File: config.mk
export PLATFORM = sky130hd
export DESIGN_NAME = text_encoding_sniffer_top
export DESIGN_NICKNAME = d
export VERILOG_FILES = /design/src/sv/tes_pkg.sv /design/src/sv/text_encoding_sniffer_top.sv /design/src/sv/tes_in_stage.sv /design/src/sv/tes_core.sv
export SDC_FILE = /design/constraint.sdc
export NUM_CORES = 1
export LEC_CHECK = 0
export BUFFER_PORTS_ARGS = -buffer_cell sky130_fd_sc_hd__buf_4
export CAP_MARGIN = 20
export CORE_UTILIZATION = 55
export CTS_CLUSTER_DIAMETER = 40
export CTS_CLUSTER_SIZE = 30
export DETAILED_ROUTE_END_ITERATION = 8
export PLACE_DENSITY = 0.73
export RECOVER_POWER = 100
export SYNTH_ARGS = -nofsm -noshare
export SYNTH_HDL_FRONTEND = slang
export SYNTH_SLANG_ARGS = --single-unit
File: constraint.sdc
create_clock -name clock -period 5.4 [get_ports clock]
set_input_delay 1.08 -clock clock [delete_from_list [all_inputs] [get_ports clock]]
set_output_delay 1.08 -clock clock [all_outputs]
set_load 0.005 [all_outputs]
File: src/sv/tes_pkg.sv
`default_nettype none
package tes_pkg;

   // byte-order mark codes
   typedef enum logic [1:0] {
      MARK_NONE = 2'd0,
      MARK_UTF8 = 2'd1,
      MARK_LE   = 2'd2,
      MARK_BE   = 2'd3
   } mark_type;

   typedef enum logic [2:0] {
      ENC_ASCII     = 3'd0,
      ENC_UTF8      = 3'd1,
      ENC_UTF8_MARK = 3'd2,
      ENC_UTF16_LE  = 3'd3,
      ENC_UTF16_BE  = 3'd4,
      ENC_LATIN1    = 3'd5,
      ENC_UNKNOWN   = 3'd6
   } encoding_type;

   typedef enum logic [1:0] {
      EOL_LF    = 2'd0,
      EOL_CRLF  = 2'd1,
      EOL_CR    = 2'd2,
      EOL_MIXED = 2'd3
   } line_ending_type;

   localparam int END_CRLF_BIT = 0;
   localparam int END_LF_BIT   = 1;
   localparam int END_CR_BIT   = 2;

   localparam logic [7:0] CHAR_LF = 8'h0A;
   localparam logic [7:0] CHAR_CR = 8'h0D;

   // one input word as held in the input stage
   typedef struct packed {
      logic [7:0] data_byte;
      logic       byte_valid;
      logic       last;
   } item_type;

   typedef struct packed {
      logic [2:0] encoding;
      logic [1:0] line_ending;
      logic       has_mark;
      logic [1:0] mark_size;
      logic       has_zero_bytes;
   } result_type;

   typedef struct packed {
      logic       pending_cr;
      logic [1:0] skip_rem;
      logic       skip_chk;
      logic       utf8_ok;
      logic       high_seen;
      logic       zero_seen;
      logic [2:0] ending;
   } scan_state_type;

   typedef struct packed {
      mark_type       mark;
      scan_state_type st;
   } settle_type;

   localparam scan_state_type SCAN_RESET = '{
      pending_cr: 1'b0, skip_rem: 2'd0, skip_chk: 1'b1, utf8_ok: 1'b1,
      high_seen: 1'b0, zero_seen: 1'b0, ending: 3'd0};

   function automatic scan_state_type scan_step(scan_state_type s, logic [7:0] b);
      scan_state_type r;
      logic           done;
      r    = s;
      done = 1'b0;
      if (s.skip_rem != 2'd0) begin
         // continuation bytes are swallowed whatever they hold; a bad one clears utf8_ok
         if (s.skip_chk && (b[7:6] != 2'b10)) begin
            r.utf8_ok  = 1'b0;
            r.skip_chk = 1'b0;
         end
         r.skip_rem = s.skip_rem - 2'd1;
      end else begin
         if (s.pending_cr) begin
            r.pending_cr = 1'b0;
            if (b == CHAR_LF) begin
               r.ending[END_CRLF_BIT] = 1'b1;
               done = 1'b1;
            end else begin
               r.ending[END_CR_BIT] = 1'b1;
            end
         end
         if (!done) begin
            if (b == 8'h00) begin
               r.zero_seen = 1'b1;
            end else if (b == CHAR_CR) begin
               r.pending_cr = 1'b1;
            end else if (b == CHAR_LF) begin
               r.ending[END_LF_BIT] = 1'b1;
            end else if (b[7]) begin
               r.high_seen = 1'b1;
               if ((b & 8'hE0) == 8'hC0) begin
                  r.skip_rem = 2'd1;
               end else if ((b & 8'hF0) == 8'hE0) begin
                  r.skip_rem = 2'd2;
               end else if ((b & 8'hF8) == 8'hF0) begin
                  r.skip_rem = 2'd3;
               end else begin
                  r.utf8_ok = 1'b0;
               end
               r.skip_chk = 1'b1;
            end
         end
      end
      return r;
   endfunction

   // judge the mark from n held bytes, then scan those past it
   function automatic settle_type settle_head(logic [7:0] h0, logic [7:0] h1,
                                              logic [7:0] h2, logic [1:0] n,
                                              scan_state_type s);
      settle_type r;
      r.mark = MARK_NONE;
      r.st   = s;
      if (n == 2'd3 && h0 == 8'hEF && h1 == 8'hBB && h2 == 8'hBF) begin
         r.mark = MARK_UTF8;
      end else if (n >= 2'd2 && h0 == 8'hFF && h1 == 8'hFE) begin
         r.mark = MARK_LE;
      end else if (n >= 2'd2 && h0 == 8'hFE && h1 == 8'hFF) begin
         r.mark = MARK_BE;
      end
      if (r.mark == MARK_NONE && n >= 2'd1) begin
         r.st = scan_step(r.st, h0);
      end
      if (r.mark == MARK_NONE && n >= 2'd2) begin
         r.st = scan_step(r.st, h1);
      end
      if (r.mark != MARK_UTF8 && n == 2'd3) begin
         r.st = scan_step(r.st, h2);
      end
      return r;
   endfunction

endpackage
`default_nettype wire

File: src/sv/text_encoding_sniffer_top.sv
// A final word's verdict is registered into the result register when the core takes it.
// Throughput: one word per cycle; the input register holds one word, the result register
// one verdict, and every byte's flag and counter update is computed combinationally.
// A final word stalls only while a previous verdict is still waiting on rsp.
// Reset (synchronous, active high) clears both stages and the scan state; no sweep.
`default_nettype none
module text_encoding_sniffer_top #(
   parameter int SCAN_LIMIT     = 8192,
   parameter int PATTERN_WINDOW = 64
) (
   input  wire logic        clock,
   input  wire logic        reset,
   input  wire logic        req_tvalid,
   output logic             req_tready,
   input  wire logic [7:0]  req_tdata,   // [7:0] data_byte
   input  wire logic [0:0]  req_tuser,   // [0] byte_valid
   input  wire logic        req_tlast,   // last
   output logic             rsp_tvalid,
   input  wire logic        rsp_tready,
   output logic [15:0]      rsp_tdata    // [2:0] encoding, [4:3] line_ending,
                                         // [5] has_mark, [7:6] mark_size,
                                         // [8] has_zero_bytes, [15:9] zero
);
   import tes_pkg::*;

   logic       take, item_valid;
   item_type   item;
   result_type result;

   tes_in_stage u_in_stage (
      .clock      (clock),
      .reset      (reset),
      .req_tvalid (req_tvalid),
      .req_tready (req_tready),
      .req_tdata  (req_tdata),
      .req_tuser  (req_tuser),
      .req_tlast  (req_tlast),
      .take       (take),
      .item_valid (item_valid),
      .item       (item)
   );

   tes_core #(
      .SCAN_LIMIT     (SCAN_LIMIT),
      .PATTERN_WINDOW (PATTERN_WINDOW)
   ) u_core (
      .clock      (clock),
      .reset      (reset),
      .item_valid (item_valid),
      .item       (item),
      .take       (take),
      .rsp_tvalid (rsp_tvalid),
      .rsp_tready (rsp_tready),
      .rsp_result (result)
   );

   assign rsp_tdata = {7'd0, result.has_zero_bytes, result.mark_size, result.has_mark,
                       result.line_ending, result.encoding};

endmodule
`default_nettype wire

File: src/sv/tes_in_stage.sv
`default_nettype none
module tes_in_stage (
   input  wire logic              clock,
   input  wire logic              reset,
   input  wire logic              req_tvalid,
   output logic                   req_tready,
   input  wire logic [7:0]        req_tdata,   // data_byte
   input  wire logic [0:0]        req_tuser,   // byte_valid
   input  wire logic              req_tlast,
   input  wire logic              take,
   output logic                   item_valid,
   output tes_pkg::item_type      item
);
   import tes_pkg::*;

   logic     vld_ff, vld_in;
   item_type item_ff;

   assign req_tready = !vld_ff || take;

   always_comb begin
      vld_in = vld_ff;
      if (req_tvalid && req_tready) begin
         vld_in = 1'b1;
      end else if (take) begin
         vld_in = 1'b0;
      end
   end

   always_ff @(posedge clock) begin
      if (reset) begin
         vld_ff <= 1'b0;
      end else begin
         vld_ff <= vld_in;
      end
   end

   always_ff @(posedge clock) begin
      if (req_tvalid && req_tready) begin
         item_ff.data_byte  <= req_tdata;
         item_ff.byte_valid <= req_tuser[0];
         item_ff.last       <= req_tlast;
      end
   end

   assign item_valid = vld_ff;
   assign item       = item_ff;

endmodule
`default_nettype wire

File: src/sv/tes_core.sv
`default_nettype none
module tes_core #(
   parameter int SCAN_LIMIT     = 8192,
   parameter int PATTERN_WINDOW = 64
) (
   input  wire logic              clock,
   input  wire logic              reset,
   input  wire logic              item_valid,
   input  wire tes_pkg::item_type item,
   output logic                   take,
   output logic                   rsp_tvalid,
   input  wire logic              rsp_tready,
   output tes_pkg::result_type    rsp_result
);
   import tes_pkg::*;

   localparam int POS_W = $clog2(SCAN_LIMIT + 1);

   logic [POS_W-1:0] pos_ff, pos_in, pos_upd;
   logic [7:0]       h0_ff, h0_in, h1_ff, h1_in;
   mark_type         mark_ff, mark_in, mark_fin;
   scan_state_type   st_ff, st_in, st_upd, st_fin;
   logic             odd_ff, odd_in, odd_upd;
   logic             rsp_tvalid_ff, rsp_tvalid_in;
   result_type       result_ff, result_in;
   logic             in_scan, out_free;
   settle_type       head_set, fin_set;

   assign out_free = !rsp_tvalid_ff || rsp_tready;
   assign take     = item_valid && (!item.last || out_free);
   assign in_scan  = item.byte_valid && (32'(pos_ff) < SCAN_LIMIT);

   assign head_set = settle_head(h0_ff, h1_ff, item.data_byte, 2'd3, st_ff);

   always_comb begin
      pos_upd = pos_ff;
      h0_in   = h0_ff;
      h1_in   = h1_ff;
      mark_in = mark_ff;
      st_upd  = st_ff;
      odd_upd = odd_ff;
      if (in_scan) begin
         if (pos_ff[0] && (32'(pos_ff) < PATTERN_WINDOW) && item.data_byte != 8'h00) begin
            odd_upd = 1'b0;
         end
         if (pos_ff == POS_W'(0)) begin
            h0_in = item.data_byte;
         end else if (pos_ff == POS_W'(1)) begin
            h1_in = item.data_byte;
         end else if (pos_ff == POS_W'(2)) begin
            mark_in = head_set.mark;
            st_upd  = head_set.st;
         end else begin
            st_upd = scan_step(st_ff, item.data_byte);
         end
         pos_upd = pos_ff + POS_W'(1);
      end
   end

   // a short file never reached the mark decision: settle what is held
   assign fin_set = settle_head(h0_in, h1_in, item.data_byte, pos_upd[1:0], st_upd);

   always_comb begin
      mark_fin = mark_in;
      st_fin   = st_upd;
      if (pos_upd < POS_W'(3)) begin
         mark_fin = fin_set.mark;
         st_fin   = fin_set.st;
      end
      if (st_fin.pending_cr) begin
         st_fin.ending[END_CR_BIT] = 1'b1;
      end
      if (st_fin.skip_rem != 2'd0) begin
         st_fin.utf8_ok = 1'b0;
      end
   end

   always_comb begin
      result_in.has_mark       = (mark_fin != MARK_NONE);
      result_in.has_zero_bytes = st_fin.zero_seen;
      case (mark_fin)
         MARK_UTF8: result_in.mark_size = 2'd3;
         MARK_LE:   result_in.mark_size = 2'd2;
         MARK_BE:   result_in.mark_size = 2'd2;
         default:   result_in.mark_size = 2'd0;
      endcase
      if (mark_fin == MARK_UTF8) begin
         result_in.encoding = ENC_UTF8_MARK;
      end else if (mark_fin == MARK_LE) begin
         result_in.encoding = ENC_UTF16_LE;
      end else if (mark_fin == MARK_BE) begin
         result_in.encoding = ENC_UTF16_BE;
      end else if (st_fin.zero_seen) begin
         result_in.encoding = (odd_upd && pos_upd >= POS_W'(4)) ? ENC_UTF16_LE : ENC_UNKNOWN;
      end else if (!st_fin.high_seen) begin
         result_in.encoding = ENC_ASCII;
      end else if (st_fin.utf8_ok) begin
         result_in.encoding = ENC_UTF8;
      end else begin
         result_in.encoding = ENC_LATIN1;
      end
      case (st_fin.ending)
         3'b000, 3'b010: result_in.line_ending = EOL_LF;
         3'b001:         result_in.line_ending = EOL_CRLF;
         3'b100:         result_in.line_ending = EOL_CR;
         default:        result_in.line_ending = EOL_MIXED;
      endcase
   end

   always_comb begin
      pos_in        = pos_ff;
      st_in         = st_ff;
      odd_in        = odd_ff;
      rsp_tvalid_in = rsp_tvalid_ff && !rsp_tready;
      if (take) begin
         if (item.last) begin
            // verdict given: back to a clean slate for the next file
            pos_in        = '0;
            st_in         = SCAN_RESET;
            odd_in        = 1'b1;
            rsp_tvalid_in = 1'b1;
         end else begin
            pos_in = pos_upd;
            st_in  = st_upd;
            odd_in = odd_upd;
         end
      end
   end

   always_ff @(posedge clock) begin
      if (reset) begin
         pos_ff        <= '0;
         mark_ff       <= MARK_NONE;
         st_ff         <= SCAN_RESET;
         odd_ff        <= 1'b1;
         rsp_tvalid_ff <= 1'b0;
      end else begin
         pos_ff        <= pos_in;
         st_ff         <= st_in;
         odd_ff        <= odd_in;
         rsp_tvalid_ff <= rsp_tvalid_in;
         if (take) begin
            mark_ff <= item.last ? MARK_NONE : mark_in;
         end
      end
   end

   always_ff @(posedge clock) begin
      if (take) begin
         h0_ff <= h0_in;
         h1_ff <= h1_in;
      end
      if (take && item.last) begin
         result_ff <= result_in;
      end
   end

   assign rsp_tvalid = rsp_tvalid_ff;
   assign rsp_result = result_ff;

`ifndef ASSERT_OFF
   a_no_spurious_rsp: assert property (@(posedge clock) disable iff (reset)
      !rsp_tvalid_ff && !(take && item.last) |=> !rsp_tvalid_ff)
      else $error("result raised without a final word");
   a_clear_after_verdict: assert property (@(posedge clock) disable iff (reset)
      take && item.last |=> pos_ff == '0 && mark_ff == MARK_NONE)
      else $error("state not cleared after verdict");
   a_pos_saturates: assert property (@(posedge clock) disable iff (reset)
      32'(pos_ff) <= SCAN_LIMIT)
      else $error("byte position past scan limit");
   a_mark_after_head: assert property (@(posedge clock) disable iff (reset)
      mark_ff != MARK_NONE |-> pos_ff >= POS_W'(3))
      else $error("mark set before three bytes held");
`endif

endmodule
`default_nettype wire
Yosys cells after proc, flatten, opt, wreduce, memory -nomap -nowiden:

Cells that the tools add are included.

* bits in registers: 64
* word-level logic and storage cells: 398
* input port bits: 14
* output and inout bits: 18

* equality and inequality tests: 54
* mux-type cells: 250
* reductions and logical operators: 58
* add/subtract/negate cells: 7
* magnitude comparators: 6

Operators with widths (number)
* two-way mux 5 bit: 28
* two-way mux 1 bit: 135
* two-way mux 10 bit: 12
* == test 8 bit, second input constant: 13
* == test 8 x 4 -> 1 bit, second input constant: 10
* two-way mux 2 bit: 40
* two-way mux 7 bit: 7
* two-way mux 6 bit: 7
* zero test 8 bit: 5
* two-way mux 8 bit: 5
* logical AND 1 bit: 29
* two-way mux 14 bit: 2
* two-way mux 4 bit: 7
* == test 5 bit, second input constant: 5
* == test 4 bit, second input constant: 5
* == test 3 bit, second input constant: 6
* nonzero test 2 bit: 9
* two-way mux 3 bit: 5
* adder 14 x 1 -> 14 bit, second input constant: 1
* == test 14 x 1 -> 1 bit, second input constant: 1
* == test 14 x 2 -> 1 bit, second input constant: 1
* >= comparator 14 x 3 -> 1 bit, second input constant: 1
* zero test 14 bit: 1
* < comparator 14 bit, second input constant: 1
* other kinds (19): 39

Logic depth before layout (Yosys ltp):

* word-level depth: 73
* depth in mapped cells: 17
* gate-level depth less buffers: 16

Hierarchy:

Synthesis repeated with hierarchy kept, for this count alone.

* cell total of the unflattened synthesis: 723
* area, all modules: 5459.0 µm²

Modules (own cells, without submodules)
* tes_core: times used 1, cells an instance 700, seq. area each 1281.2 µm², area each 5047.3 µm²
* tes_in_stage: times used 1, cells an instance 15, seq. area each 320.3 µm², area each 355.3 µm²
* text_encoding_sniffer_top: times used 1, cells an instance 8, seq. area each 0.0 µm², area each 56.3 µm²

Worst setup path before layout:

No wires, ideal clock.

* path type: register to register
* start point: register u_core.pos_ff[2]
* end point: register u_core.result_ff, in the netlist u_core.rsp_result[6], data pin
* library setup time: 0.262 ns
* arrival time: 3.465 ns
* setup slack: 1.673 ns
* stages on the path, launching flop included: 17
* clock period less this slack: 3.727 ns
* buffers on the path: 4
* required time: 5.138 ns
* path through: dfxtp_1 > buf_6 > or4_4 > buf_6 > or4_1 > clkbuf_1 > buf_2 > nand2_1 > and2_2 > inv_1 > or4_1 > nor2_1 > nand2_1 > o221a_2 > nor2_2 > mux2i_1 > o31ai_1

RTL lines
* start: declaration: line tes_core.sv:19 `logic [POS_W-1:0] pos_ff, pos_in, pos_upd;`
* start signal: assignment: line tes_core.sv:138 `pos_ff <= pos_in;`
* end signal: assignment: line tes_core.sv:154 `result_ff <= result_in;`
* end: declaration: line tes_core.sv:25 `result_type result_ff, result_in;`

Final worst setup path:

* start point: register u_core.pos_ff[10]
* end point: register u_core.result_ff, in the netlist u_core.rsp_result[8], data pin

* word-level cells in the longest chain between the ends: 42
* elaborated cells on any way between the ends: 151
* classes of those cells: add/sub: 4; order compare: 6; eq/ne: 25; mux: 90; reduce/logical: 26

RTL lines
* branches (longest 42 deep; another with < comparator 14 bit)

Several ways; the timed one is not identified. The select of a mux whose other input is x is not followed.
A chain may end at the register's enable or synchronous reset.

==> results.sh <==
export IMPL_min_path_type="flip-flop to flip-flop"
export IMPL_setup_tns_final_ns=0
export IMPL_slew_limit_headroom=0.396
export IMPL_nets=710
export IMPL_place_ws_ns=0.954
export IMPL_cts_buffers=9
export IMPL_path_clk_slew_ns=0.07
export IMPL_fill_cells=896
export IMPL_rrSetupSlack_ns=0.49
export IMPL_postCtsSetupBuffers=0
export IMPL_crit_path_max_incr_delay_ns=0.85
export IMPL_crit_type="flip-flop to flip-flop"
export IMPL_clk_latency_ns=0.36
export IMPL_skew_ns=0.00797
export IMPL_clock_sinks=63
export IMPL_crit_path_max_fanout=14
export IMPL_timing_hold_ws_ns=0.461
export IMPL_hpwl_um=13500
export IMPL_period_share=0.909
export IMPL_vdd_ir_drop_max_uv=125
export IMPL_timing_rr_start="u_core.pos_ff[10]$_SDFFE_PP0P_"
export IMPL_via_per_inst=6.78
export IMPL_drv_cap=0
export IMPL_setup_viol=0
export IMPL_crit_chain="or4_1, nor4_4, clkbuf_1, nand3_2, o41a_1, o31a_1, or3_4, a311oi_2, o21ai_1, a221oi_2, o41ai_1, o22ai_1"
export IMPL_hold_end="u_core.mark_ff[1]$_SDFFE_PP0P_"
export IMPL_slowest_stage="or4_1"
export IMPL_cts_root_buf="clkbuf_8"
export IMPL_place_area_mm2=0.00544
export IMPL_powerDensity_mw_per_mm2=201
export IMPL_drv_slew=0
export IMPL_globalplace_congestion=1.02
export IMPL_syn_area_per_cell_um2=7.65
export IMPL_fp_dieH_um=100
export IMPL_cp_data_arrival_time_ns=5.09
export IMPL_cp_required_ns=5.58
export IMPL_synth_edf_count=34
export IMPL_tritoncts="built"
export IMPL_initial_core_util=0.572
export IMPL_cts_resized_gates=0
export IMPL_grt_start_max_net_pins=31
export IMPL_grt_usage=0.360
export IMPL_rr_endpoint="u_core.rsp_result[8]$_SDFFCE_PP0P_"
export IMPL_path_buf_inv=1
export IMPL_end_kind="flip-flop"
export IMPL_yosysSeqAreaShare=0.300
export IMPL_port_buffers=24
export IMPL_antenna_found_initial=0
export IMPL_area_delta_synth_final_pct=4.90
export IMPL_synth_top_area_frac=0.191
export IMPL_startpoint_type="flip-flop"
export IMPL_ys_warn_count=0
export IMPL_core_area_mm2=0.00933
export IMPL_synthTopCellsByArea="edfxtp_1 19%, dfxtp_1 11%, nor2_1 5.6%"
export IMPL_leakage_nw=1.99
export IMPL_worst_slack_ns=0.491
export IMPL_final_hold_viol_count=0
export IMPL_design_area_mm2=0.00559
export IMPL_drt_total_wl_um=17700
export IMPL_ioPinCount=32
export IMPL_vias=5575
export IMPL_async_flop_share=0
export IMPL_ys_seq_elements=63
export IMPL_status="completed"
export IMPL_min_delay_start="u_core.mark_ff[1]$_SDFFE_PP0P_"
export IMPL_grt_pass1_vias=5047
export IMPL_max_clock_freq_ghz=0.204
export IMPL_diodes=0
export IMPL_htree_levels=3
export IMPL_worstMarginPinSlew_ns=0.905
export IMPL_syn_area_mm2=0.00533
export IMPL_die_x_um=100
export IMPL_num_rows=35
export IMPL_clk_path_buf_depth=2
export IMPL_worstRegToRegCells=12
export IMPL_syn_instance_count=697
export IMPL_hold_path_depth=2
export IMPL_yosys_area_top_type="edfxtp_1"
export IMPL_overflow=0
export IMPL_drive_above_1_share=0.0967
export IMPL_drc_errors=0
export IMPL_cts_hold_buf=0
export IMPL_fin_crit_ns=4.91
export IMPL_rsz0062_at_grt="no"
export IMPL_critical_path_top_delay_family="simple AND/OR/NAND/NOR gates"
export IMPL_wl_per_cell_um=21.5
export IMPL_ant_nets=0
export IMPL_grt_pass1_wl_um=27700
export IMPL_synth_cell_type_count=78
export IMPL_ys_flop_type="edfxtp_1"
export IMPL_die_area_mm2=0.0101
export IMPL_drt_iter0_drc=478
export IMPL_drt_pass1_iter_count=5
-- logic make-up after synthesis --
family,after synthesis,synth area share
compound gates,194,0.248
xor+xnor,5,0.00821
fa+ha+maj,8,0.0188
buf+inv,87,0.0772
flops,63,0.300
mux,17,0.0324
other cells,1,0.000703
simple gates,322,0.315
-- routing by layer --
| metal | global-route usage | vias to the layer above | wire, um |
|---|---|---|---|
| li1 | - | 2570 | - |
| met1 | 0.475 | 2655 | 7300 |
| met2 | 0.582 | 303 | 8090 |
| met3 | 0.0700 | 47 | 1670 |
| met4 | 0.142 | 0 | 613 |
| met5 | 0 | - | 0 |
-- cells in the final DEF (no fill, tap or decap), types with 9 or more instances in the layout --
master    count
or4_1         9
nor4_1       12
clkbuf_4     21
dfxtp_1      29
nand3_1      37
and3_1       10
nand4_1      14
a211oi_1      9
nor2_1       80
or3_1        10
nor2b_1       9
nand2_1      71
a21oi_1      55
clkbuf_8      9
o211ai_1      9
edfxtp_1     34
nor3_1       23
a22oi_1       9
o21ai_0      38
inv_1        30
a31oi_1      13
nand2b_1     10
mux2i_1      15
-- per-stage QoR --
step / std cells / util / power [mW]
after floorplan: 703 / - / 0.656
after global placement: 805 / 0.583 / 0.705
after detailed placement: 805 / 0.583 / 0.705
after CTS: 821 / 0.604 / 1.12
after global routing: 822 / 0.600 / 1.16
final: 822 / 0.600 / 1.12
-- synth_stat cells, drive strengths merged (13+ instances only) --
cell type  instances
nor2              83
nand4             14
dfxtp             29
nand3             38
edfxtp            34
inv               31
clkbuf            34
mux2i             15
buf               22
a21oi             55
a31oi             13
nor4              15
nor3              23
nand2             71
o21ai             42
-- flip-flops by register name (all words and copies together), names as in the netlist --
register / flops
u_core.h0_ff: 8
u_core.pos_ff: 14
u_core.h1_ff: 8
u_core.st_ff: 10
u_core.rsp_result: 8
u_core.odd_ff: 1
u_core.mark_ff: 2
u_core.rsp_tvalid: 1
u_in_stage.item: 10
u_in_stage.item_valid: 1
-- worst max path at each step --
stage	from	slack, ns	cells after the start	to
global route	u_core.pos_ff[10]$_SDFFE_PP0P_	0.38	12	u_core.rsp_result[4]$_DFFE_PP_
finish	u_core.pos_ff[10]$_SDFFE_PP0P_	0.49	12	u_core.rsp_result[8]$_SDFFCE_PP0P_
global placement	u_core.pos_ff[0]$_SDFFE_PP0P_	1.13	16	u_core.rsp_result[8]$_SDFFCE_PP0P_
CTS	u_core.pos_ff[0]$_SDFFE_PP0P_	0.92	16	u_core.rsp_result[8]$_SDFFCE_PP0P_
floorplan	u_core.pos_ff[2]$_SDFFE_PP0P_	1.67	16	u_core.rsp_result[6]$_SDFFCE_PN0P_
detailed placement	u_core.pos_ff[0]$_SDFFE_PP0P_	0.95	16	u_core.rsp_result[8]$_SDFFCE_PP0P_
-- power breakdown --
part | total [mW] | internal [mW] | switching (mW) | leakage [nW]
clock network | 0.425 | 0.215 | 0.210 | 0.104
registers | 0.550 | 0.520 | 0.0296 | 0.558
logic | 0.147 | 0.0495 | 0.0972 | 1.33
total | 1.12 | 0.785 | 0.337 | 1.99
-- worst min-delay path: stages, from the launching register on --
cell     delay [ns]
dfxtp_1        0.32
nand2_1        0.05
a21oi_1        0.05
-- final cells by class --
| type | count | area (um2) | share of cell area |
|---|---|---|---|
| inverter | 31 | 116 | 0.0208 |
| timing repair buffer | 30 | 206 | 0.0369 |
| sequential | 63 | 1600 | 0.286 |
| clock buffer | 9 | 124 | 0.0221 |
| multi-input combinational | 553 | 3310 | 0.592 |
| tap | 129 | 161 | 0.0289 |
| clock inverter | 7 | 71.3 | 0.0127 |
Power figures use the tool's default switching activity.
